<file path="config.mk">
export PLATFORM = sky130hd
export DESIGN_NAME = cuov_blend
export DESIGN_NICKNAME = d
export VERILOG_FILES = /design/src/design/cuov_pkg.sv /design/src/design/cuov_blend.sv
export SDC_FILE = /design/constraint.sdc
export NUM_CORES = 1
export LEC_CHECK = 0
export BUFFER_PORTS_ARGS = -buffer_cell sky130_fd_sc_hd__buf_2
export CAP_MARGIN = 20
export CORE_ASPECT_RATIO = 0.5
export CORE_UTILIZATION = 45
export DETAILED_ROUTE_END_ITERATION = 12
export SLEW_MARGIN = 10
export SYNTH_ARGS = -nofsm -noshare
export SYNTH_HDL_FRONTEND = slang
export SYNTH_SLANG_ARGS = --single-unit
</file>
<file path="constraint.sdc">
create_clock -name clock -period 7.5 [get_ports clock]
set_input_delay 0.75 -clock clock [delete_from_list [all_inputs] [get_ports clock]]
set_output_delay 0.75 -clock clock [all_outputs]
set_load 0.01 [all_outputs]
</file>
<file path="src/design/cuov_pkg.sv">
// ----------------------------------------------------------------------------
// Cursor overlay compositor package
// Shared sizes, register and type codes, and the structures passed between
// the address stage, the shape store and the pixel blend stage.
// ----------------------------------------------------------------------------
package cuov_pkg;

   localparam int SHAPE_WORDS    = 4096;
   localparam int MAX_CURSOR_DIM = 64;

   localparam int WORD_AW  = $clog2(SHAPE_WORDS);
   localparam int BYTE_AW  = WORD_AW + 2;
   localparam int DIM_W    = $clog2(MAX_CURSOR_DIM);
   localparam int COORD_W  = 12;
   localparam int POS_W    = 13;
   localparam int OFS_W    = POS_W + 1;
   localparam int LIM_W    = OFS_W - 1;
   localparam int PITCH_W  = 9;
   localparam int XROW_W   = ((DIM_W > 8) ? DIM_W : 8) + 1;
   localparam int AROW_W   = DIM_W + PITCH_W;
   localparam int XPROD_W  = XROW_W + PITCH_W;
   localparam int CSR_AW   = 3;
   localparam int CSR_DW   = 13;

   localparam logic [LIM_W-1:0] MAX_DIM_LIM = LIM_W'(MAX_CURSOR_DIM);

   localparam logic [CSR_AW-1:0] REG_CURSOR_X       = 3'd0;
   localparam logic [CSR_AW-1:0] REG_CURSOR_Y       = 3'd1;
   localparam logic [CSR_AW-1:0] REG_CURSOR_WIDTH   = 3'd2;
   localparam logic [CSR_AW-1:0] REG_CURSOR_HEIGHT  = 3'd3;
   localparam logic [CSR_AW-1:0] REG_CURSOR_PITCH   = 3'd4;
   localparam logic [CSR_AW-1:0] REG_CURSOR_TYPE    = 3'd5;
   localparam logic [CSR_AW-1:0] REG_CURSOR_VISIBLE = 3'd6;

   localparam logic [1:0] TYPE_NONE   = 2'd0;
   localparam logic [1:0] TYPE_COLOR  = 2'd1;
   localparam logic [1:0] TYPE_MASKED = 2'd2;
   localparam logic [1:0] TYPE_MONO   = 2'd3;

   localparam logic CMD_LOAD  = 1'b0;
   localparam logic CMD_PIXEL = 1'b1;

   localparam logic [7:0] BYTE_FULL = 8'hFF;

   typedef struct packed {
      logic [POS_W-1:0] x;
      logic [POS_W-1:0] y;
      logic [6:0]       width;
      logic [7:0]       height;
      logic [8:0]       pitch;
      logic [1:0]       ctype;
      logic             visible;
   } cfg_type;

   typedef struct packed {
      logic [7:0] b;
      logic [7:0] g;
      logic [7:0] r;
      logic [7:0] a;
   } pixel_type;

   typedef struct packed {
      logic               wr_en;
      logic [WORD_AW-1:0] wr_addr;
      logic [31:0]        wr_data;
      logic               rd_en;
      logic [WORD_AW-1:0] rd_addr0;
      logic [WORD_AW-1:0] rd_addr1;
   } store_req_type;

   typedef struct packed {
      pixel_type  pix;
      logic       in_box;
      logic [1:0] ctype;
      logic [1:0] color_ofs;
      logic [1:0] and_ofs;
      logic [1:0] xor_ofs;
      logic [2:0] bit_sel;
   } fetch_type;

endpackage

</file>
<file path="src/design/cuov_blend.sv">
// ----------------------------------------------------------------------------
// Cursor overlay blend stage
// Picks the shape bytes or mask bits from the store words, applies the cursor
// type to the screen pixel and holds the result item for the output.
// ----------------------------------------------------------------------------
module cuov_blend (
   input  logic                clock,
   input  logic                reset,
   input  cuov_pkg::fetch_type fetch,
   input  logic                fetch_go,
   input  logic [31:0]         rd_data0,
   input  logic [31:0]         rd_data1,
   output logic                c_ready,
   output logic                rsp_valid,
   input  logic                rsp_stall,
   output logic [7:0]          rsp_out_b,
   output logic [7:0]          rsp_out_g,
   output logic [7:0]          rsp_out_r,
   output logic [7:0]          rsp_out_a,
   output logic                rsp_cursor_hit
);
   import cuov_pkg::*;

   function automatic logic [7:0] div255(input logic [15:0] n);
      logic [16:0] t;
      t = 17'(n) + 17'(n[15:8]) + 17'd1;
      return t[15:8];
   endfunction

   logic        c_valid_ff, c_valid_in;
   fetch_type   c_fetch_ff;
   logic        d_valid_ff, d_valid_in;
   logic        d_blend_ff, d_blend_in;
   logic        d_hit_ff, d_hit_in;
   pixel_type   d_direct_ff, d_direct_in;
   logic [15:0] d_sum_b_ff, d_sum_b_in;
   logic [15:0] d_sum_g_ff, d_sum_g_in;
   logic [15:0] d_sum_r_ff, d_sum_r_in;
   logic        e_valid_ff, e_valid_in;
   pixel_type   e_pix_ff, e_pix_in;
   logic        e_hit_ff;

   logic        e_ready, d_ready, c_leave, d_leave;
   logic [63:0] pair_sh;
   logic [31:0] and_sh, xor_sh;
   logic [7:0]  and_byte, xor_byte, sb, sg, sr, sa, inv_a;
   logic        and_bit, xor_bit;
   pixel_type   dpix;

   assign e_ready = !e_valid_ff || !rsp_stall;
   assign d_ready = !d_valid_ff || e_ready;
   assign c_ready = !c_valid_ff || d_ready;
   assign c_leave = c_valid_ff && d_ready;
   assign d_leave = d_valid_ff && e_ready;

   always_comb begin
      c_valid_in = c_valid_ff;
      if (fetch_go) begin
         c_valid_in = 1'b1;
      end else if (c_leave) begin
         c_valid_in = 1'b0;
      end
      d_valid_in = d_valid_ff;
      if (c_leave) begin
         d_valid_in = 1'b1;
      end else if (d_leave) begin
         d_valid_in = 1'b0;
      end
      e_valid_in = e_valid_ff;
      if (d_leave) begin
         e_valid_in = 1'b1;
      end else if (e_valid_ff && !rsp_stall) begin
         e_valid_in = 1'b0;
      end
   end

   assign dpix     = c_fetch_ff.pix;
   assign pair_sh  = {rd_data1, rd_data0} >> {c_fetch_ff.color_ofs, 3'b000};
   assign sb       = pair_sh[7:0];
   assign sg       = pair_sh[15:8];
   assign sr       = pair_sh[23:16];
   assign sa       = pair_sh[31:24];
   assign inv_a    = ~sa;
   assign and_sh   = rd_data0 >> {c_fetch_ff.and_ofs, 3'b000};
   assign xor_sh   = rd_data1 >> {c_fetch_ff.xor_ofs, 3'b000};
   assign and_byte = and_sh[7:0];
   assign xor_byte = xor_sh[7:0];
   assign and_bit  = and_byte[3'd7 - c_fetch_ff.bit_sel];
   assign xor_bit  = xor_byte[3'd7 - c_fetch_ff.bit_sel];

   assign d_sum_b_in = sb * sa + dpix.b * inv_a;
   assign d_sum_g_in = sg * sa + dpix.g * inv_a;
   assign d_sum_r_in = sr * sa + dpix.r * inv_a;

   always_comb begin
      d_blend_in  = 1'b0;
      d_hit_in    = 1'b0;
      d_direct_in = dpix;
      if (c_fetch_ff.in_box) begin
         case (c_fetch_ff.ctype)
            TYPE_COLOR: begin
               d_hit_in   = (sa != 8'd0);
               d_blend_in = (sa != 8'd0);
            end
            TYPE_MASKED: begin
               d_hit_in = 1'b1;
               if (sa == 8'd0) begin
                  d_direct_in.b = sb;
                  d_direct_in.g = sg;
                  d_direct_in.r = sr;
               end else begin
                  d_direct_in.b = dpix.b ^ sb;
                  d_direct_in.g = dpix.g ^ sg;
                  d_direct_in.r = dpix.r ^ sr;
               end
            end
            TYPE_MONO: begin
               if (!and_bit) begin
                  d_hit_in      = 1'b1;
                  d_direct_in.b = xor_bit ? BYTE_FULL : 8'd0;
                  d_direct_in.g = xor_bit ? BYTE_FULL : 8'd0;
                  d_direct_in.r = xor_bit ? BYTE_FULL : 8'd0;
               end else if (xor_bit) begin
                  d_hit_in      = 1'b1;
                  d_direct_in.b = ~dpix.b;
                  d_direct_in.g = ~dpix.g;
                  d_direct_in.r = ~dpix.r;
               end
            end
            default: begin
               d_hit_in = 1'b0;
            end
         endcase
      end
      if (d_hit_in) begin
         d_direct_in.a = BYTE_FULL;
      end
   end

   always_comb begin
      e_pix_in = d_direct_ff;
      if (d_blend_ff) begin
         e_pix_in.b = div255(d_sum_b_ff);
         e_pix_in.g = div255(d_sum_g_ff);
         e_pix_in.r = div255(d_sum_r_ff);
      end
   end

   always_ff @(posedge clock) begin
      if (reset) begin
         c_valid_ff <= 1'b0;
         d_valid_ff <= 1'b0;
         e_valid_ff <= 1'b0;
      end else begin
         c_valid_ff <= c_valid_in;
         d_valid_ff <= d_valid_in;
         e_valid_ff <= e_valid_in;
      end
   end

   always_ff @(posedge clock) begin
      if (fetch_go) begin
         c_fetch_ff <= fetch;
      end
      if (c_leave) begin
         d_blend_ff  <= d_blend_in;
         d_hit_ff    <= d_hit_in;
         d_direct_ff <= d_direct_in;
         d_sum_b_ff  <= d_sum_b_in;
         d_sum_g_ff  <= d_sum_g_in;
         d_sum_r_ff  <= d_sum_r_in;
      end
      if (d_leave) begin
         e_pix_ff <= e_pix_in;
         e_hit_ff <= d_hit_ff;
      end
   end

   assign rsp_valid      = e_valid_ff;
   assign rsp_out_b      = e_pix_ff.b;
   assign rsp_out_g      = e_pix_ff.g;
   assign rsp_out_r      = e_pix_ff.r;
   assign rsp_out_a      = e_pix_ff.a;
   assign rsp_cursor_hit = e_hit_ff;

endmodule
</file>
; Word level (Yosys, flattened, before mapping)
; Index checks and enable logic that the tools add are counted.
[op_classes]
eq_ne = 3
reduce_logical = 16
magnitude_cmp = 1
multipliers = 6
muxes = 21
add_sub_neg = 10
shifts = 3
bitwise = 7
[ops]
columns = cell, count
row1 = two-way mux 24 bit, 5
row2 = multiplier 8 x 8 -> 16 bit, 6
row3 = >> shifter 32 x 5 -> 8 bit, 2
row4 = >> shifter 64 x 5 -> 32 bit, 1
row5 = "adder 16 x 1 -> 16 bit, second input constant", 3
row6 = adder 16 bit, 3
row7 = adder 16 x 8 -> 16 bit, 3
row8 = one-hot mux 24 bit (2 select lines), 1
row9 = NOT 8 bit, 4
row10 = bitwise XOR 8 bit, 3
row11 = two-way mux 1 bit, 11
row12 = logical NOT 8 bit, 1
row13 = two-way mux 8 bit, 1
row14 = nonzero test 8 bit, 1
row15 = binary-select mux 1 bit (select 3 bit), 2
row16 = nonzero test 2 bit, 3
row17 = "== test 2 bit, second input constant", 2
row18 = logical NOT 1 bit, 4
row19 = "< comparator 3 x 4 -> 1 bit, second input constant", 1
row20 = logical AND 1 bit, 3
row21 = logical OR 1 bit, 3
row22 = one-hot mux 1 bit (3 select lines), 1
row23 = "subtractor 3 bit, first input constant", 1
row24 = "== test 2 x 1 -> 1 bit, second input constant", 1
row25 = AND reduction 2 bit, 1
[totals]
input_bits = 112
elab_cells = 94
output_inout_bits = 35
register_bits = 162

; Logic depth before layout (Yosys ltp)
[depth]
ltp_word = 7
ltp_mapped = 27
ltp_nobuf = 23

; Least setup slack after synthesis
; No wires, ideal clock.
[synth_timing]
path_type = flip-flop to flip-flop
start = reg c_fetch_ff[8] (netlist name)
end = reg d_sum_g_ff[15], data pin
t_arrival_ps = 6901
stages_incl_launch_ff = 24
setup_ps = 266
synth_period_minus_slack_ps = 7167
slack_ps = 333
path_buffers = 4
path_cell_list = edfxtp_1 buf_1 buf_2 buf_2 mux2_2 o21ai_1 clkbuf_1 nand2_1 fa_1 fa_1 inv_1 fa_1 fa_1 fa_1 inv_1 fa_1 inv_1 ha_1 a21o_1 a31oi_1 o21ai_0 o41ai_1 mux2i_1 nand4_1
[synth_via]
elab_chain_cells = 4
word_cells_on_any_way = 5
cone_classes = 1 x add/sub / 2 x mul / 1 x shift / 1 x bitwise
[synth_lines]
columns = item, line
row1 = start: declaration, cuov_blend.sv:31  ; fetch_type c_fetch_ff;
row2 = start signal: assignment, cuov_blend.sv:163  ; c_fetch_ff <= fetch;
row3 = >> shifter 64 x 5 -> 32 bit *, cuov_blend.sv:78  ; assign pair_sh = {rd_data1, rd_data0} >> {c_fetch_ff.color_ofs, 3'b000};
row4 = NOT 8 bit, cuov_blend.sv:83  ; assign inv_a = ~sa;
row5 = multiplier 8 x 8 -> 16 bit, cuov_blend.sv:92  ; assign d_sum_g_in = sg * sa + dpix.g * inv_a;
row6 = adder 16 bit *, cuov_blend.sv:92
row7 = net d_sum_g_in[15], cuov_blend.sv:37  ; logic [15:0] d_sum_g_ff, d_sum_g_in;
row8 = end signal: assignment, cuov_blend.sv:170  ; d_sum_g_ff <= d_sum_g_in;
row9 = end: declaration, cuov_blend.sv:37
; The timed path passes the listed nets; every way through them passes the cells marked *.
; A chain may end at the register's enable or synchronous reset.

; Worst setup path after layout
[layout_timing]
start = reg c_fetch_ff[7] (netlist name)
end = reg d_sum_b_ff[15], data pin
[layout_via]
elab_chain_cells = 4
word_cells_on_any_way = 5
cone_classes = 1 x add/sub / 2 x mul / 1 x shift / 1 x bitwise
[layout_lines]
columns = item, line
row1 = >> shifter 64 x 5 -> 32 bit *, cuov_blend.sv:78
row2 = NOT 8 bit, cuov_blend.sv:83
row3 = multiplier 8 x 8 -> 16 bit, cuov_blend.sv:91  ; assign d_sum_b_in = sb * sa + dpix.b * inv_a;
row4 = adder 16 bit *, cuov_blend.sv:91
row5 = net d_sum_b_in[15], cuov_blend.sv:36  ; logic [15:0] d_sum_b_ff, d_sum_b_in;
row6 = end signal: assignment, cuov_blend.sv:169  ; d_sum_b_ff <= d_sum_b_in;
row7 = end: declaration, cuov_blend.sv:36
; Marked as above.

==> summary.txt <==
CTS buffer count - 17
commonest non-fill, non-tap cell in the layout - inv_1
largest net degree at the start of global routing - 74
Final Cycle Share - 92.5%
number of routed nets with antenna violations - 0
routed vias - 16100
Post-Synthesis Cells - 2217
Clock Sink Count - 162
Crit path required time - 7710 ps
gr usage total - 25.8%
layout cells sized above 1 - 14.5%
Setup TNS - 0 ps
WL/cell - 20.3 µm
RSZ-0062 raised after global routing - false
CTS Buffer Depth - 2
total grt overflow - 0
maxcap violations - 0
Synth async-reset ratio - 0%
Die H - 156 µm
Setup CP Type - register to register
# diodes - 0
most frequent cells in the layout - inv_1 (432), fa_1 (288), nor2_1 (225), ha_1 (207), nand2_1 (199)
CTS tree - built
final setup fails - 0
Tmin final - 6940 ps
EDFF count, synth - 159
crit end category - register
Critical Path AT - 7150 ps
Initial Util - 45.7%
Final Util - 50.7%
initial drt markers - 1565
vias in the first global route - 15900
status - finished clean
CTS root buffer - clkbuf_16
top_reg_cell synth - edfxtp_1
synth unique cells - 64
crit path launch type - register
Horiz. Die Dim - 311 µm
postcts setup bufs - 0
Port Buffer Count - 146
Synth Cell Area - 21500 µm²
Die ar. - 48600 µm²
Slew Limit Fails - 0
DRT Pass-1 Iters - 8
Max Freq - 144 MHz
Ys Warns - 0
clock skew after layout - 23.2 ps
Min-Delay Path Class - register to register
WHS - 422 ps
final HPWL from detailed placement - 49.4 mm
sequential area share after synthesis - 22.5%
worst skew pair latency - 480 ps
Hold Buf Count CTS - 0
Placer Congestion - 0.959
first-pass GRT wire length - 94.7 mm
Core ar. - 46900 µm²
Worst-path clk slew - 80 ps
WL final - 60.9 mm
Max-slew headroom - 28.2%
Post-route DRC - 0
Area growth, synth to finish - 10.8%
top fanout value on the critical path - 54
H-tree depth - 4
worst slew pin tran - 1080 ps
Syn Area/Cell - 9.69 µm²
# rows - 56
number of antenna violations at the first check in global routing - 4
number of synthesized register bits - 162
vias per inst - 5.37
Top-Level Pins - 147
post-CTS sizing - 0
Final Hold Fails - 0
nets - 2960
worst max-delay path, cell delays in order, from the launching register on:
cell,delay [ps]
edfxtp_1,500
buf_12,280
mux4_1,930
buf_4,340
nand2_1,90
fa_1,460
fa_1,470
fa_1,510
inv_1,50
fa_1,460
fa_1,530
inv_1,50
fa_1,480
inv_1,40
ha_1,340
a21oi_1,140
o21ai_0,160
a211o_1,320
a31o_2,240
a21oi_1,160
xnor2_1,80
logic make-up after synthesis:
logic type      count (synthesis)  synth area share (%)
buf+inv                       522                  9.30
other cells                     1                0.0175
simple gates                  610                  12.9
mux                            82                  5.33
compound gates                275                  8.13
fa+ha+maj                     495                  38.9
xor+xnor                       70                  2.86
flops                         162                  22.5
state kept, by name, indices dropped and copies added, names as in the netlist, 8 cells and up:
signal,cells
c_fetch_ff,44
d_direct_ff,32
d_sum_b_ff,16
d_sum_g_ff,16
d_sum_r_ff,16
rsp_out_a,8
rsp_out_b,8
rsp_out_g,8
rsp_out_r,8
routing by layer:
layer	GRT usage [%]	wire length, µm	up-vias
li1	-	-	7410
met1	38.7	28400	7956
met2	37.8	25600	694
met3	5.21	5630	74
met4	6.78	1250	2
met5	0	13	-
layout make-up:
class                      instances  area, µm²
fill                            4386      23200
sequential                       162       4830
timing repair buffer             205       1210
multi-input combinational       1535      14700
tap                              638        798
clock inverter                    15        211
inverter                         432       1620
clock buffer                      17        425
Yosys cell counts (all sizes together) (7+ instances only):
cell type | n | share of area [%]
inv | 432 | 7.6
fa | 288 | 27
nor2 | 225 | 3.9
ha | 207 | 12
nand2 | 199 | 3.5
edfxtp | 159 | 22
o21ai | 99 | 2.4
a21oi | 73 | 1.7
clkbuf | 71 | 1.2
nor2b | 52 | 1.5
xnor2 | 44 | 1.8
mux2i | 36 | 1.7
nand3 | 30 | 0.86
or2 | 30 | 0.87
o21a | 27 | 0.94
xor2 | 26 | 1.1
mux2 | 23 | 1.2
mux4 | 23 | 2.4
buf | 19 | 0.51
a221oi | 12 | 0.69
nor3 | 10 | 0.23
or3 | 10 | 0.29
a21o | 9 | 0.31
and2 | 9 | 0.26
nand2b | 9 | 0.26
nand3b | 9 | 0.31
o22a | 9 | 0.37
a211oi | 8 | 0.28
and3 | 8 | 0.23
nand4 | 7 | 0.20
o211ai | 7 | 0.24
metrics by stage:
step           worst slack [ps]  instance area (µm²)  instances
6_report                    560                23800       3004
5_1_grt                     164                23800       3004
4_1_cts                     601                23800       3002
3_5_place_dp                559                23100       2970
3_3_place_gp                600                23100       2969
2_1_floorplan               333                21500       2219
path summary, 6_finish.rpt:
path | startpoint | to | slack (ps) | depth (start not counted)
min reg2reg | d_direct_ff[7]$_SDFFCE_PP1P_ | rsp_out_a[7]$_DFFE_PP_ | 420 | 0
max | c_fetch_ff[7]$_DFFE_PP_ | d_sum_b_ff[15]$_DFFE_PP_ | 560 | 20
max reg2reg | c_fetch_ff[7]$_DFFE_PP_ | d_sum_b_ff[15]$_DFFE_PP_ | 560 | 20
min | d_direct_ff[7]$_SDFFCE_PP1P_ | rsp_out_a[7]$_DFFE_PP_ | 420 | 0
Power is not shown: default switching activity piles up to over one toggle a cycle in this logic, so the estimate is an artifact.
