$ cat src/design/cuov_pkg.sv
// ----------------------------------------------------------------------------
// Cursor overlay compositor package
// Shared sizes, register and type codes, and the structures passed between
// the address stage, the shape store and the pixel blend stage.
// ----------------------------------------------------------------------------
package cuov_pkg;

   localparam int SHAPE_WORDS    = 4096;
   localparam int MAX_CURSOR_DIM = 64;

   localparam int WORD_AW  = $clog2(SHAPE_WORDS);
   localparam int BYTE_AW  = WORD_AW + 2;
   localparam int DIM_W    = $clog2(MAX_CURSOR_DIM);
   localparam int COORD_W  = 12;
   localparam int POS_W    = 13;
   localparam int OFS_W    = POS_W + 1;
   localparam int LIM_W    = OFS_W - 1;
   localparam int PITCH_W  = 9;
   localparam int XROW_W   = ((DIM_W > 8) ? DIM_W : 8) + 1;
   localparam int AROW_W   = DIM_W + PITCH_W;
   localparam int XPROD_W  = XROW_W + PITCH_W;
   localparam int CSR_AW   = 3;
   localparam int CSR_DW   = 13;

   localparam logic [LIM_W-1:0] MAX_DIM_LIM = LIM_W'(MAX_CURSOR_DIM);

   localparam logic [CSR_AW-1:0] REG_CURSOR_X       = 3'd0;
   localparam logic [CSR_AW-1:0] REG_CURSOR_Y       = 3'd1;
   localparam logic [CSR_AW-1:0] REG_CURSOR_WIDTH   = 3'd2;
   localparam logic [CSR_AW-1:0] REG_CURSOR_HEIGHT  = 3'd3;
   localparam logic [CSR_AW-1:0] REG_CURSOR_PITCH   = 3'd4;
   localparam logic [CSR_AW-1:0] REG_CURSOR_TYPE    = 3'd5;
   localparam logic [CSR_AW-1:0] REG_CURSOR_VISIBLE = 3'd6;

   localparam logic [1:0] TYPE_NONE   = 2'd0;
   localparam logic [1:0] TYPE_COLOR  = 2'd1;
   localparam logic [1:0] TYPE_MASKED = 2'd2;
   localparam logic [1:0] TYPE_MONO   = 2'd3;

   localparam logic CMD_LOAD  = 1'b0;
   localparam logic CMD_PIXEL = 1'b1;

   localparam logic [7:0] BYTE_FULL = 8'hFF;

   typedef struct packed {
      logic [POS_W-1:0] x;
      logic [POS_W-1:0] y;
      logic [6:0]       width;
      logic [7:0]       height;
      logic [8:0]       pitch;
      logic [1:0]       ctype;
      logic             visible;
   } cfg_type;

   typedef struct packed {
      logic [7:0] b;
      logic [7:0] g;
      logic [7:0] r;
      logic [7:0] a;
   } pixel_type;

   typedef struct packed {
      logic               wr_en;
      logic [WORD_AW-1:0] wr_addr;
      logic [31:0]        wr_data;
      logic               rd_en;
      logic [WORD_AW-1:0] rd_addr0;
      logic [WORD_AW-1:0] rd_addr1;
   } store_req_type;

   typedef struct packed {
      pixel_type  pix;
      logic       in_box;
      logic [1:0] ctype;
      logic [1:0] color_ofs;
      logic [1:0] and_ofs;
      logic [1:0] xor_ofs;
      logic [2:0] bit_sel;
   } fetch_type;

endpackage

$ cat src/design/cuov_addr.sv
// ----------------------------------------------------------------------------
// Cursor overlay address stage
// Takes input items, finds the pixel's place in the cursor box and forms the
// shape store word addresses; issues shape loads and pixel reads in order.
// ----------------------------------------------------------------------------
module cuov_addr (
   input  logic                         clock,
   input  logic                         reset,
   input  cuov_pkg::cfg_type            cfg,
   input  logic                         req_valid,
   output logic                         req_stall,
   input  logic                         req_cmd,
   input  logic [11:0]                  req_word_index,
   input  logic [31:0]                  req_shape_word,
   input  logic [cuov_pkg::COORD_W-1:0] req_pixel_x,
   input  logic [cuov_pkg::COORD_W-1:0] req_pixel_y,
   input  logic [7:0]                   req_pix_b,
   input  logic [7:0]                   req_pix_g,
   input  logic [7:0]                   req_pix_r,
   input  logic [7:0]                   req_pix_a,
   input  logic                         c_ready,
   output cuov_pkg::store_req_type      store_req,
   output cuov_pkg::fetch_type          fetch
);
   import cuov_pkg::*;

   logic               a_valid_ff, a_valid_in;
   logic               a_cmd_ff;
   logic [11:0]        a_word_index_ff;
   logic [31:0]        a_shape_word_ff;
   logic [OFS_W-1:0]   a_cx_ff, a_cx_in;
   logic [OFS_W-1:0]   a_cy_ff, a_cy_in;
   pixel_type          a_pix_ff;

   logic               b_valid_ff, b_valid_in;
   logic               b_cmd_ff;
   logic               b_wr_ok_ff, b_wr_ok_in;
   logic [WORD_AW-1:0] b_waddr_ff, b_waddr_in;
   logic [31:0]        b_wdata_ff;
   logic [WORD_AW-1:0] b_rd0_ff, b_rd0_in;
   logic [WORD_AW-1:0] b_rd1_ff, b_rd1_in;
   fetch_type          b_fetch_ff, b_fetch_in;

   logic               a_ready, accept, b_ready, b_take, b_leave;
   logic               inside_x, inside_y, active;
   logic [7:0]         rows;
   logic [DIM_W-1:0]   ux, uy;
   logic [XROW_W-1:0]  xrow;
   logic [AROW_W-1:0]  row_prod, and_sum, color_sum;
   logic [XPROD_W-1:0] xrow_prod, xor_sum;
   logic [BYTE_AW-1:0] and_byte, xor_byte, color_byte;
   logic [WORD_AW-1:0] color_word;

   assign b_ready   = !b_valid_ff || (b_cmd_ff == CMD_LOAD) || c_ready;
   assign b_leave   = b_valid_ff && ((b_cmd_ff == CMD_LOAD) || c_ready);
   assign a_ready   = !a_valid_ff || b_ready;
   assign b_take    = a_valid_ff && b_ready;
   assign accept    = req_valid && a_ready;
   assign req_stall = !a_ready;

   assign a_cx_in = {{(OFS_W-COORD_W){1'b0}}, req_pixel_x} - {cfg.x[POS_W-1], cfg.x};
   assign a_cy_in = {{(OFS_W-COORD_W){1'b0}}, req_pixel_y} - {cfg.y[POS_W-1], cfg.y};

   always_comb begin
      a_valid_in = a_valid_ff;
      if (accept) begin
         a_valid_in = 1'b1;
      end else if (b_take) begin
         a_valid_in = 1'b0;
      end
      b_valid_in = b_valid_ff;
      if (b_take) begin
         b_valid_in = 1'b1;
      end else if (b_leave) begin
         b_valid_in = 1'b0;
      end
   end

   assign rows     = (cfg.ctype == TYPE_MONO) ? {1'b0, cfg.height[7:1]} : cfg.height;
   assign active   = cfg.visible && (cfg.ctype != TYPE_NONE);
   assign inside_x = !a_cx_ff[OFS_W-1] && (a_cx_ff[LIM_W-1:0] < LIM_W'(cfg.width))
                     && (a_cx_ff[LIM_W-1:0] < MAX_DIM_LIM);
   assign inside_y = !a_cy_ff[OFS_W-1] && (a_cy_ff[LIM_W-1:0] < LIM_W'(rows))
                     && (a_cy_ff[LIM_W-1:0] < MAX_DIM_LIM);
   assign ux = a_cx_ff[DIM_W-1:0];
   assign uy = a_cy_ff[DIM_W-1:0];

   assign xrow       = XROW_W'(rows) + XROW_W'(uy);
   assign row_prod   = uy * cfg.pitch;
   assign xrow_prod  = xrow * cfg.pitch;
   assign and_sum    = row_prod + AROW_W'(ux >> 3);
   assign color_sum  = row_prod + AROW_W'({ux, 2'b00});
   assign xor_sum    = xrow_prod + XPROD_W'(ux >> 3);
   assign and_byte   = BYTE_AW'(and_sum);
   assign color_byte = BYTE_AW'(color_sum);
   assign xor_byte   = BYTE_AW'(xor_sum);
   assign color_word = color_byte[BYTE_AW-1:2];

   always_comb begin
      b_wr_ok_in = (32'(a_word_index_ff) < 32'(SHAPE_WORDS));
      b_waddr_in = WORD_AW'(a_word_index_ff);
      if (rows == 8'd0 && cfg.ctype == TYPE_NONE) begin
         b_rd0_in = color_word;
      end else if (cfg.ctype == TYPE_MONO) begin
         b_rd0_in = and_byte[BYTE_AW-1:2];
      end else begin
         b_rd0_in = color_word;
      end
      if (cfg.ctype == TYPE_MONO) begin
         b_rd1_in = xor_byte[BYTE_AW-1:2];
      end else begin
         b_rd1_in = color_word + 1'b1;
      end
      b_fetch_in.pix       = a_pix_ff;
      b_fetch_in.in_box    = active && inside_x && inside_y;
      b_fetch_in.ctype     = cfg.ctype;
      b_fetch_in.color_ofs = color_byte[1:0];
      b_fetch_in.and_ofs   = and_byte[1:0];
      b_fetch_in.xor_ofs   = xor_byte[1:0];
      b_fetch_in.bit_sel   = ux[2:0];
   end

   always_ff @(posedge clock) begin
      if (reset) begin
         a_valid_ff <= 1'b0;
         b_valid_ff <= 1'b0;
      end else begin
         a_valid_ff <= a_valid_in;
         b_valid_ff <= b_valid_in;
      end
   end

   always_ff @(posedge clock) begin
      if (accept) begin
         a_cmd_ff        <= req_cmd;
         a_word_index_ff <= req_word_index;
         a_shape_word_ff <= req_shape_word;
         a_cx_ff         <= a_cx_in;
         a_cy_ff         <= a_cy_in;
         a_pix_ff        <= '{b: req_pix_b, g: req_pix_g, r: req_pix_r, a: req_pix_a};
      end
      if (b_take) begin
         b_cmd_ff   <= a_cmd_ff;
         b_wr_ok_ff <= b_wr_ok_in;
         b_waddr_ff <= b_waddr_in;
         b_wdata_ff <= a_shape_word_ff;
         b_rd0_ff   <= b_rd0_in;
         b_rd1_ff   <= b_rd1_in;
         b_fetch_ff <= b_fetch_in;
      end
   end

   assign store_req.wr_en    = b_leave && (b_cmd_ff == CMD_LOAD) && b_wr_ok_ff;
   assign store_req.wr_addr  = b_waddr_ff;
   assign store_req.wr_data  = b_wdata_ff;
   assign store_req.rd_en    = b_leave && (b_cmd_ff == CMD_PIXEL);
   assign store_req.rd_addr0 = b_rd0_ff;
   assign store_req.rd_addr1 = b_rd1_ff;
   assign fetch              = b_fetch_ff;

endmodule

$ cat config.mk
export PLATFORM = sky130hd
export DESIGN_NAME = cuov_addr
export DESIGN_NICKNAME = d
export VERILOG_FILES = /design/src/design/cuov_pkg.sv /design/src/design/cuov_addr.sv
export SDC_FILE = /design/constraint.sdc
export NUM_CORES = 1
export LEC_CHECK = 0
export ABC_AREA = 1
export BUFFER_PORTS_ARGS = -buffer_cell sky130_fd_sc_hd__buf_2
export CELL_PAD_IN_SITES_DETAIL_PLACEMENT = 1
export CELL_PAD_IN_SITES_GLOBAL_PLACEMENT = 2
export CORE_MARGIN = 3
export CORE_UTILIZATION = 35
export DETAILED_ROUTE_END_ITERATION = 7
export PLACE_DENSITY = 0.88
export SLEW_MARGIN = 20
export SYNTH_ARGS = -nofsm -noshare
export SYNTH_HDL_FRONTEND = slang
export SYNTH_SLANG_ARGS = --single-unit
$ cat constraint.sdc
create_clock -name clock -period 6.65 [get_ports clock]
set_input_delay 0.3325 -clock clock [delete_from_list [all_inputs] [get_ports clock]]
set_output_delay 0.3325 -clock clock [all_outputs]
set_load 0.03 [all_outputs]
=== After elaboration in Yosys (flattened, before gate mapping) ===
Index checks and enable logic that the tools add are counted.

* Word-level logic and storage cells: 76
* Bits of input ports: 158
* Output and inout bits: 115
* Bits in registers: 220

* $mul: 2
* Reduce and logical (&&, ||, !) cells: 27
* Bitwise gates (word level): 1
* Equality and inequality tests: 1
* Order comparisons: 4
* Add/subtract/negate cells: 7
* Multiplexer cells: 8

{| class="wikitable"
|+ Operator list
! kind !! count
|-
| $mux W12 || 3
|-
| $add A14 B3 Y14 || 2
|-
| $sub A13 B13 Y14 || 2
|-
| $lt A13 B7 Y1 const B || 2
|-
| $add A14 B8 Y14 || 1
|-
| $mul A6 B9 Y14 || 1
|-
| $mul A9 B9 Y14 || 1
|-
| $logic_and A1 B1 Y1 || 13
|-
| $lt A13 B7 Y1 || 1
|-
| $lt A13 B8 Y1 || 1
|-
| $add A12 B1 Y12 const B || 1
|-
| $add A8 B6 Y9 || 1
|-
| $logic_not A8 Y1 || 1
|-
| $mux W8 || 1
|-
| $reduce_bool A2 Y1 || 3
|-
| $logic_not A1 Y1 || 5
|-
| $logic_or A1 B1 Y1 || 4
|-
| $mux W1 || 4
|-
| $eq A2 B2 Y1 const B || 1
|-
| $logic_not A2 Y1 || 1
|-
| $not A1 Y1 || 1
|}

=== Longest topological paths before layout ===
* Depth in word-level cells: 6
* Gate-level depth with buffers: 33
* Depth with buffers taken out: 32

=== Worst setup path after synthesis ===
Ideal clock, no wire load.

* Kind: register to register
* Start point: register b_cmd_ff
* End point: register b_cmd_ff, enable pin
* Data required time: 6.061 ns
* Buffers on the path: 0
* Cell stages (with the launch flop): 4
* Period minus slack after synthesis: 5.867 ns
* Arrival: 5.278 ns
* Setup slack: 0.783 ns
* Setup time: 0.589 ns
* Cells stage by stage: edfxtp_1 nand2_1 nor2_1 nor2_1

* Longest elaborated chain between the ends: 4

{| class="wikitable"
|+ RTL lines
! element !! RTL line !! RTL
|-
| from (decl) || cuov_addr.sv:36 || <nowiki>logic b_cmd_ff;</nowiki>
|-
| from (signal assigned) || cuov_addr.sv:143 || <nowiki>b_cmd_ff <= a_cmd_ff;</nowiki>
|-
| $not A1 Y1 || cuov_addr.sv:54 || <nowiki>assign b_ready = !b_valid_ff || (b_cmd_ff == CMD_LOAD) || c_ready;</nowiki>
|-
| $logic_or A1 B1 Y1 (2 in a row) || cuov_addr.sv:54 ||
|-
| $logic_and A1 B1 Y1 || cuov_addr.sv:57 || <nowiki>assign b_take = a_valid_ff && b_ready;</nowiki>
|-
| via b_take || cuov_addr.sv:44 || <nowiki>logic a_ready, accept, b_ready, b_take, b_leave;</nowiki>
|}

The timed path passes the listed nets, and every way through them passes these cells.
A chain may end at the register's enable or synchronous reset.

=== Final worst setup path ===
* Start point: register a_cy_ff[2]
* End point: register b_rd1_ff[11], data pin

* Longest elaborated chain between the ends: 4
* Elaborated cells between the ends (all ways): 7
* Classes of those cells: add/sub: 4; mul: 2; mux: 1

{| class="wikitable"
|+ RTL lines
! element !! RTL line !! RTL
|-
| from (decl) || cuov_addr.sv:32 || <nowiki>logic [OFS_W-1:0] a_cy_ff, a_cy_in;</nowiki>
|-
| from (signal assigned) || cuov_addr.sv:139 || <nowiki>a_cy_ff <= a_cy_in;</nowiki>
|-
| $mul A6 B9 Y14 or $add A8 B6 Y9 (tied branches) || cuov_addr.sv:89, cuov_addr.sv:88 ||
|-
| $add A14 B8 Y14 or $mul A9 B9 Y14 (tied branches) || cuov_addr.sv:92, cuov_addr.sv:90 ||
|-
| $add A12 B1 Y12 or $add A14 B3 Y14 (tied branches) || cuov_addr.sv:112, cuov_addr.sv:93 ||
|-
| $mux W12 (*) || cuov_addr.sv:109 || <nowiki>if (cfg.ctype == TYPE_MONO) begin</nowiki>
|-
| via b_rd1_in[11] || cuov_addr.sv:41 || <nowiki>logic [WORD_AW-1:0] b_rd1_ff, b_rd1_in;</nowiki>
|-
| to (signal assigned) || cuov_addr.sv:148 || <nowiki>b_rd1_ff <= b_rd1_in;</nowiki>
|-
| to (decl) || cuov_addr.sv:41 ||
|}

The timed path passes the listed nets; every way through them passes the cells marked *.

==> qor.yml <==
worst_setup_path:
  cp_data_required_time_ns: 6.93
  reg2reg_slack_ns: 0.87
  end_kind: "register"
  critical_path_buf_inv_count: 4
  path_cells: "ha_1 -> nand2_1 -> a21oi_1 -> xor2_1 -> inv_1 -> nor2_1 -> fa_1 -> fa_1 -> fa_1 -> inv_1 -> fa_1 -> inv_1 -> ha_1 -> inv_1 -> nor3_1 -> nand3_1 -> nand3_1 -> nand2_1 -> a21oi_1 -> nand2_1 -> nand3_1 -> nand2_1"
  r2r_cells: 22
  cp_max_fo: 11
  cpMaxStageDelayCell: "edfxtp_1"
  cpLargestDelayFamily: "adder cells"
  timing.rr.start: "a_cy_ff[2]"
  r2r_end: "b_rd1_ff[11]"
  max_stage_delay_ns: 0.63
  critPathKind: "register to register"
  start_kind: "register"
  cp.arrival_ns: 6.06
logic_synthesis:
  ys_seq_elements: 220
  synth_fp_nets: 1779
  yosys_warnings: 0
  synth-async-reset-ratio_pct: 0
  ys.flop_type: "edfxtp_1"
  synthTopCellsByArea: "edfxtp_1, fa_1, ha_1, inv_1, nand2_1"
  netlist.area_leader.share_pct: 46.82
  netlist_area_um2: 13980
  synth_top_cell_by_area: "edfxtp_1"
  synth-edff-count: 218
  synth_area_per_cell_um2: 9.744
  synth_cell_types: 39
  synth_cells: 1435
  ys_seq_area_share_pct: 47.11
route:
  wirelength_mm: 41.15
  drtPass1Iterations: 4
  vias_per_cell: 4.618
  wl_per_cell_um: 17.63
  vias: 10779
  drt_iter0_markers: 444
  drc: 0
  ant_nets: 0
layout:
  seq_area_um2: 6586
  drive_above_1_share_pct: 18.92
  nNetsFinal: 2139
  multi_input_area_um2: 6108
  post-route-util_pct: 45.08
  stdcell_area_um2: 17630
  areaGrowthSynthToFinish_pct: 26.06
  fill_cells: 4559
clock_network:
  cts_made_buffers: 24
  root_buffer: "clkbuf_16"
  cts_tree: "done"
  clock_latency_ns: 0.52
  clockBufferDepth: 3
  cts.clk_slew.worst_paths_ns: 0.07
  cts_max_level: 1
  post_cts_resized: 0
  cts_post_setup_buffers_inserted: 0
  cts_sinks: 220
timing:
  fin_crit_sh_pct: 86.92
  setup_tns_ns: 0
  finClkSkew_ns: 0.01365
  drv_slew: 0
  setup_viol: 0
  hold_violations: 0
  worst_slew_pin_slew_ns: 1.025
  post-route-min-period_ns: 5.780
  hold_ws_ns: 0.01757
  fmax_mhz: 173.0
  slew_headroom_pct: 31.53
  rsz0062_at_grt: "no"
min_path:
  holdPathStages: 1
  hp-class: "input pin to register"
  hold_start: "req_word_index[9]"
  holdPathEnd: "a_word_index_ff[9]"
run_status:
  status: "completed"
die:
  io-pin-count: 273
  dieArea_um2: 42380
  initial_core_util_pct: 35.76
  dieWidth_um: 205.9
  core_area_um2: 39100
  die_y_um: 205.9
  rows: 72
grt:
  gr-total-overflow: 0
  antenna_found_initial: 4
  grt_pass1_wl_mm: 64.71
  grt_util_all_layers_pct: 19.51
  grt_max_degree: 79
  grt_pass1_vias: 11990
place:
  globalplace.congestion: 0.8675
  place_area_um2: 15990
  port_buffers: 272
  hpwl_mm: 31.76
power:
  seqPwrFrac_pct: 23.6
  power.share.clock_pct: 18.9
  powerDensity_nw_per_um2: 441.7
  p_comb_share_pct: 57.5
  intPower_mw: 4.190
  vdd_ir_drop_max_v: 0.0002086
  swShare_pct: 46.19
  power.leakage_nw: 8.716
  p_switching_mw: 3.596
run:
  drv_cap: 0
cell families after synthesis:
group,synth area share (%)
compound gates,5.092
xor+xnor,2.371
fa+ha+maj,20.89
buf+inv,9.262
flops,47.11
simple gates,15.28
what timing repair did:
item	in CTS	in global routing
setup endpoints to repair	0	0
hold buffers	72	2
endpoints found under the hold margin	73	2
through the flow:
step / power (mW) / worst slack [ns] / instances
2_1_floorplan: 5.128 / 0.7830 / 1435
3_3_place_gp: 6.164 / 0.6506 / 2212
3_5_place_dp: 6.329 / 0.4689 / 2212
4_1_cts: 7.850 / 0.8431 / 2328
5_1_grt: 8.624 / 0.3791 / 2334
6_report: 7.786 / 0.8701 / 2334
final cells by class:
class / count / share of cell area [%]
Sequential cell: 220 / 37.37
Multi-Input combinational cell: 870 / 34.66
Timing Repair Buffer: 356 / 12.42
Inverter: 323 / 6.893
Tap cell: 518 / 3.677
Clock buffer: 27 / 3.592
Clock inverter: 17 / 1.349
Antenna cell: 3 / 0.04259
registers in the layout (all words and copies together) (netlist names), 12 cells and up:
register	cells
a_shape_word_ff	32
b_waddr_ff	12
b_wdata_ff	32
fetch	44
b_rd0_ff	12
a_pix_ff	32
a_cx_ff	14
a_word_index_ff	12
b_rd1_ff	12
a_cy_ff	14
Yosys cell counts, types with 4 or more instances:
| cell | count |
|---|---|
| ha_1 | 107 |
| nand4_1 | 15 |
| edfxtp_1 | 218 |
| nand2_1 | 309 |
| xnor2_1 | 12 |
| o21bai_1 | 7 |
| nor2_1 | 102 |
| inv_2 | 4 |
| fa_1 | 79 |
| xor2_1 | 24 |
| nand3b_1 | 5 |
| nand3_1 | 67 |
| a21oi_1 | 54 |
| o21ai_0 | 44 |
| nor2_2 | 5 |
| o22ai_1 | 5 |
| inv_1 | 318 |
| clkbuf_1 | 22 |
layout by cell type, fill, tap and decap left out, drive strengths merged, types with 24 or more instances in the layout:
cell	netlist	final
a21oi	55	55
buf	0	282
clkbuf	22	27
dlygate4sd3	0	74
edfxtp	218	218
fa	79	79
ha	107	107
inv	322	325
nand2	312	312
nand3	67	67
nor2	107	107
o21ai	47	47
xor2	24	24
power by group through the flow:
stage                     sequential, mW  combinational (mW)  clock (mW)
after detailed placement            1.87                4.46           0
after global routing                1.85                5.21        1.56
after floorplan                     2.02                3.11           0
after CTS                           1.84                4.53        1.48
after global placement              1.86                4.30           0
final                               1.84                4.47        1.47
layer usage:
| metal | vias up | share of wire [%] | GRT usage (%) |
|---|---|---|---|
| met5 | - | 0.051 | 0 |
| met4 | 4 | 2.6 | 5.430 |
| met3 | 55 | 4.4 | 3.103 |
| met2 | 218 | 53 | 37.28 |
| met1 | 5186 | 40 | 22.44 |
| li1 | 5316 | - | - |
worst max-delay path by stage:
stage                    start           end  depth (start not counted)
floorplan             b_cmd_ff      b_cmd_ff                          3
global placement        cfg[1]  b_rd1_ff[11]                         29
detailed placement      cfg[1]   b_rd1_ff[8]                         33
CTS                 a_cy_ff[5]  b_rd1_ff[11]                         26
global route        a_cy_ff[2]  b_rd1_ff[11]                         22
finish              a_cy_ff[2]  b_rd1_ff[11]                         22
(Power assumes the default switching activity.)
